==> config.mk <==
export PLATFORM = sky130hd
export DESIGN_NAME = obbpc_mac
export DESIGN_NICKNAME = d
export VERILOG_FILES = /design/src/obb_pair_collide_resolve_core_defines.svh /design/src/obbpc_pkg.sv /design/src/obbpc_mac.sv
export SDC_FILE = /design/constraint.sdc
export NUM_CORES = 2
export LEC_CHECK = 0
export ABC_AREA = 0
export BUFFER_PORTS_ARGS = -buffer_cell sky130_fd_sc_hd__buf_2
export CAP_MARGIN = 20
export CORE_MARGIN = 2
export CORE_UTILIZATION = 50
export CTS_CLUSTER_DIAMETER = 40
export DETAILED_ROUTE_END_ITERATION = 12
export PLACE_DENSITY = 0.7
export SYNTH_ARGS = -nofsm -noshare
export SYNTH_HDL_FRONTEND = slang
export SYNTH_SLANG_ARGS = --single-unit
==> constraint.sdc <==
create_clock -name clk -period 9.15 [get_ports clk]
set_input_delay 0.4575 -clock clk [delete_from_list [all_inputs] [get_ports clk]]
set_output_delay 0.4575 -clock clk [all_outputs]
set_load 0.1 [all_outputs]
==> src/obb_pair_collide_resolve_core_defines.svh <==
// Assertion helpers shared by the collision core.
`ifndef OBB_PAIR_COLLIDE_RESOLVE_CORE_DEFINES_SVH
`define OBB_PAIR_COLLIDE_RESOLVE_CORE_DEFINES_SVH

// Same-cycle implication, disabled during reset.
`define OBBPC_ASSERT_IMP(label, clk, rst_n, ante, cons, msg) \
  label: assert property (@(posedge clk) disable iff (!rst_n) (ante) |-> (cons)) \
    else $error(msg);

// Next-cycle implication, disabled during reset.
`define OBBPC_ASSERT_NXT(label, clk, rst_n, ante, cons, msg) \
  label: assert property (@(posedge clk) disable iff (!rst_n) (ante) |=> (cons)) \
    else $error(msg);

`endif

==> src/obbpc_pkg.sv <==
// ----------------------------------------------------------------------------
// obbpc_pkg
// Shared types and codes of the box-pair collision core.
// ----------------------------------------------------------------------------
`default_nettype none
package obbpc_pkg;
  localparam int COORD_WIDTH_DEF = 32;
  localparam int PORT_WIDTH      = 32;

  localparam logic [2:0] OP_CORNER = 3'd0;
  localparam logic [2:0] OP_AXIS   = 3'd1;
  localparam logic [2:0] OP_BOUNDS = 3'd2;
  localparam logic [2:0] OP_BODY   = 3'd3;
  localparam logic [2:0] OP_PREV   = 3'd4;
  localparam logic [2:0] OP_EVAL   = 3'd5;

  // Tag travelling alongside each product through the dot-product unit.
  typedef struct packed {
    logic v;
    logic first_comp;
    logic last_comp;
    logic first_corner;
    logic last_corner;
    logic box;
  } obbpc_tag_t;
endpackage
`default_nettype wire

==> src/obbpc_mac.sv <==
// ----------------------------------------------------------------------------
// obbpc_mac
// Shared multiply-accumulate unit: one component product per cycle,
// summed over the three components of a corner-axis dot product.
// ----------------------------------------------------------------------------
`default_nettype none
module obbpc_mac #(
  parameter int W = 32
) (
  input  wire logic                   clk,
  input  wire logic                   rst_n,
  input  wire obbpc_pkg::obbpc_tag_t  tag_i,
  input  wire logic signed [W-1:0]    op_a,
  input  wire logic signed [W-1:0]    op_b,
  output obbpc_pkg::obbpc_tag_t       tag_o,
  output logic signed [2*W+1:0]       acc_o,
  output logic                        busy_o
);
  import obbpc_pkg::*;

  obbpc_tag_t              tag_a_r, tag_b_r;
  logic signed [2*W-1:0]   prod_r;
  logic signed [2*W+1:0]   acc_r, acc_nxt;

  always_comb begin
    acc_nxt = acc_r;
    if (tag_a_r.v) begin
      acc_nxt = (tag_a_r.first_comp ? '0 : acc_r) + (2*W+2)'(prod_r);
    end
  end

  always_ff @(posedge clk) begin
    if (!rst_n) begin
      tag_a_r <= '0;
      tag_b_r <= '0;
    end else begin
      tag_a_r <= tag_i;
      tag_b_r <= tag_a_r;
    end
    prod_r <= op_a * op_b;
    acc_r  <= acc_nxt;
  end

  assign tag_o  = tag_b_r;
  assign acc_o  = acc_r;
  assign busy_o = tag_a_r.v | tag_b_r.v;
endmodule
`default_nettype wire

# Word-level counts from Yosys, hierarchy flattened
# Cells that the tools add are included.
dict set report totals {
  ff_bits 142
  input_bits 72
  output_inout_bits 73
  wordCells 18
}
dict set report op_classes {
  addsub 1
  mul 1
  n_mux 1
  n_bitwise 1
}
# operator n
set ops {}
lappend ops {{$add 66x66->66} 1}
lappend ops {{$mux 66} 1}
lappend ops {{$mul 32x32->64} 1}
lappend ops {{$or 1x1->1} 1}

# Logic depth before layout (Yosys ltp)
dict set report logic_depth {
  ltp_word 2
  depth_mapped 29
  mapped_depth_nobuf 27
}

# Worst setup path before layout
# No wires, ideal clock.
dict set report synth_timing {
  kind {input port to flip-flop}
  start {input port op_b[5]}
  end {register prod_r[63]}
  setup_ps 121
  t_arrival_ps 7483
  t_required_ps 9029
  slack_ps 1547
  path_stages 28
  path_buffers 2
  cell_sequence {clkbuf_1 -> nand2_1 -> inv_1 -> fa_1 -> fa_1 -> inv_1 -> fa_1 -> inv_1 -> fa_1 -> inv_1 -> fa_1 -> inv_1 -> fa_1 -> inv_1 -> fa_1 -> fa_1 -> inv_1 -> ha_1 -> clkbuf_1 -> and3_1 -> and2_1 -> nand2_1 -> nor2_1 -> a21oi_1 -> and4_1 -> o31ai_1 -> a21oi_1 -> xnor2_1}
}
dict set report synth_between {
  elab_chain_len 1
}
# element line
set synth_lines {}
lappend synth_lines {{start, declared} obbpc_mac.sv:14} ;# input wire logic signed [W-1:0] op_b,
lappend synth_lines {{$mul 32x32->64} obbpc_mac.sv:40} ;# prod_r <= op_a * op_b;
lappend synth_lines {{end signal, assigned} obbpc_mac.sv:40}
lappend synth_lines {{end, declared} obbpc_mac.sv:22} ;# logic signed [2*W-1:0] prod_r;
# Every way passes these cells.
# A chain may end at the register's enable or synchronous reset.

# Worst setup path after layout
dict set report layout_timing {
  start {input port op_b[6]}
  end {register prod_r[56]}
}
# The elaborated chain is that of the path after synthesis.

==> results.md <==
* Status: complete, no violations
* Post-CTS setup buffer count at 0
* DR vias/cell at 5.376
* Vias at about 31000
* Clk_lat worst skew at between 0.4 and 0.5 ns
* Async S/R FF share, synth at 0%
* Port Buffers at between 100 and 150
* Worst path cell trace: buf_2, nand2_1, inv_1, fa_1, fa_1, inv_1, fa_1, inv_1, fa_1, inv_1, fa_1, fa_1, fa_1, fa_1, inv_1, ha_1, nand3_1, nor2_1, o211ai_1, a21oi_1, nor2b_1, o21ai_0, mux2_2, nand4_1
* Top-count cell post-synth: fa_1
* Filler instances at slightly below 8000
* Critical path launch point type: input pin
* Simple-gate portion of the synthesized area at roughly 16%
* Post-Syn Area at ~44000 µm²
* Largest family of logic cells by synthesized area: adder cells
* Layout cells sized above 1 at 5.099%
* Main synth FF type: dfxtp_1
* Net total in the final layout at around 6000
* Adder-Cell Fraction of Synth Area at about 56%
* CP arrival at 8.67 ns
* Yosys warns at 0
* # clock sinks at about 140
* Largest net degree at the start of global routing at slightly below 70
* Post-CTS Resized at 0
* DRT Pass-1 Iters at 5
* Top-Level Pins at 145
* Worst slew pin tran at between 1 and 1.5 ns
* Slowest cell on crit path: fa_1
* Final Hold Vio Count at 0
* Rel. slew slack at approximately a quarter
* Layout area overhead at 4.664%
* Post-Syn Instances at 4682
* Routability-driven placement congestion ratio at ~0.9
* Post-synth EDFFs at 66
* Global-route wire length before repair at 187900 µm
* Hold Path Class: in2reg
* CP required at roughly 9.5 ns
* Syn Area/Cell at between 9 and 10 µm²
* Design Area, Final at 46160 µm²
* Synth unique cells at 78
* Clk pin slew, worst setup/hold paths at 0.06 ns
* Area leader, netlist: fa_1
* Starting DRT DRC Count at about 1800
* Max Slew Vio Count at 0
* Core area at between 80000 and 90000 µm²
* CTS tree: done
* Share of the synthesized area in the top cell type at 49.16%
* Synth area leaders: fa_1 49%, inv_1 8.8%, and2_1 7.5%
* Post-synth top cells: 1083 x fa_1, 1033 x inv_1, 561 x nand2_1
* Post-CTS Hold Fix Bufs at 0
* Crit path max-delay family: adder cells
* Wire per inst at just under 20 µm
* Post-route ant nets at 0
* Syn_nets at between 6000 and 7000
* Compound-gate portion of the synthesized area at 5.975%
* Clock Skews at between 0.01 and 0.015 ns
* Buf/Inv on CP at 6
* Number of max-cap violations at 0
* Clock buffer depth at 2
* Die height at approximately 300 µm
* Starting density of the core at 50.67%
* Finish-stage setup viols at 0
* Die area at 90590 µm²
* Fmax at 0.1206 GHz
* H-tree levels at 4
* Num CTS Buffers at 17
* Clk root buf: clkbuf_16
* Vias in the first global route at around 35000
* Post-synthesis mux area share at less than 1%
* Placed cell area at ~46000 µm²
* Post-synthesis xor/xnor area fraction at 2.622%
* Rows at around 110
* Initial antenna violation count at 8
* Crit path time final at just over 8 ns
* Drc violations at 0
* Fin util at about 53%
* GRT overflow at 0
* DP HPWL at 93360 µm
* Critical Path Fanout Max at 27
* Die Span X at roughly 300 µm
* Setup TNS at 0 ns
* Unrepaired setup endpoints after global routing: no
* WS Path Type: in2reg
* Delay of the slowest cell on the worst path at about 0.88 ns
* Part of the Yosys area used for sequential elements at around 7.9%
* All-Layer GR Usage at 26.75%
* Worst setup EP type: register
* Post-synthesis register bit count at 142
* Most frequent CP cell: fa_1
* Final period util at approximately nine tenths
* Post-Route WL at 114300 µm
[layer usage]
metal	up-vias	track usage (%)	part of all wire (%)
met1	16192	32.60	38
met3	269	2.828	5.0
met5	-	0	0.023
li1	13762	-	-
met4	4	11.42	4.9
met2	994	48.12	52
[layout make-up]
type | count | area [µm²] | area share [%]
Antenna cell | 4 | 10.01 | 0.02169
Tap cell | 1155 | 1445 | 3.131
Clock buffer | 21 | 461.7 | 1.000
Inverter | 1033 | 3877 | 8.401
Multi-Input combinational cell | 3261 | 35710 | 77.37
Timing Repair Buffer | 180 | 991.0 | 2.147
Clock inverter | 11 | 152.6 | 0.3307
Sequential cell | 142 | 3506 | 7.596
[cell families (layout without fill, tap and decap cells)]
logic type,count (synthesis),count (layout)
compound gates,403,403
xor+xnor,132,132
fa+ha+maj,1332,1332
buf+inv,1279,1245
flops,142,142
mux,1,1
other cells,0,4
simple gates,1393,1393
[sequential cells by signal, summed over array words and instances, names as in the netlist]
signal and flops:
tag_a_r 6, prod_r 64, acc_o 66, tag_o 6
[cell usage in the layout, fill, tap and decap left out, drive strengths merged, types with 10 or more instances in the layout]
cell / n
a21oi: 134
edfxtp: 66
and2: 532
o21ai: 78
nor3: 12
fa: 1083
xor2: 40
a211oi: 10
inv: 1039
buf: 180
nand4: 25
a31oi: 17
xnor2: 92
a21o: 54
o21bai: 19
and3: 18
o211ai: 12
nor2b: 75
dfxtp: 76
nand2b: 19
nand2: 562
clkbuf: 21
ha: 249
o21a: 18
nor2: 84
nand3: 37
[worst paths after layout]
kind / from / endpoint / slack [ns] / cells after the start
hold / removal: tag_i[5] / tag_a_r[5]$_SDFF_PN0_ / 0.22 / 2
setup / recovery: op_b[6] / prod_r[56]$_DFF_P_ / 0.86 / 24
setup reg to reg: tag_a_r[4]$_SDFF_PN0_ / acc_o[59]$_DFFE_PP_ / 4.20 / 14
hold reg to reg: tag_a_r[2]$_SDFF_PN0_ / tag_o[2]$_SDFF_PN0_ / 0.44 / 1
[per-stage QoR]
step                      worst slack, ns  instances  hold slack (ns)
final                              0.8586       5807           0.2190
after global routing               0.4719       5807           0.2148
after CTS                          0.9354       5803           0.2053
after detailed placement           0.4961       5771           0.4232
after global placement             0.6153       5771           0.4162
after floorplan                     1.547       4682           0.4119
Power is not shown: default switching activity piles up to over one toggle a cycle in this logic, so the estimate is an artifact.
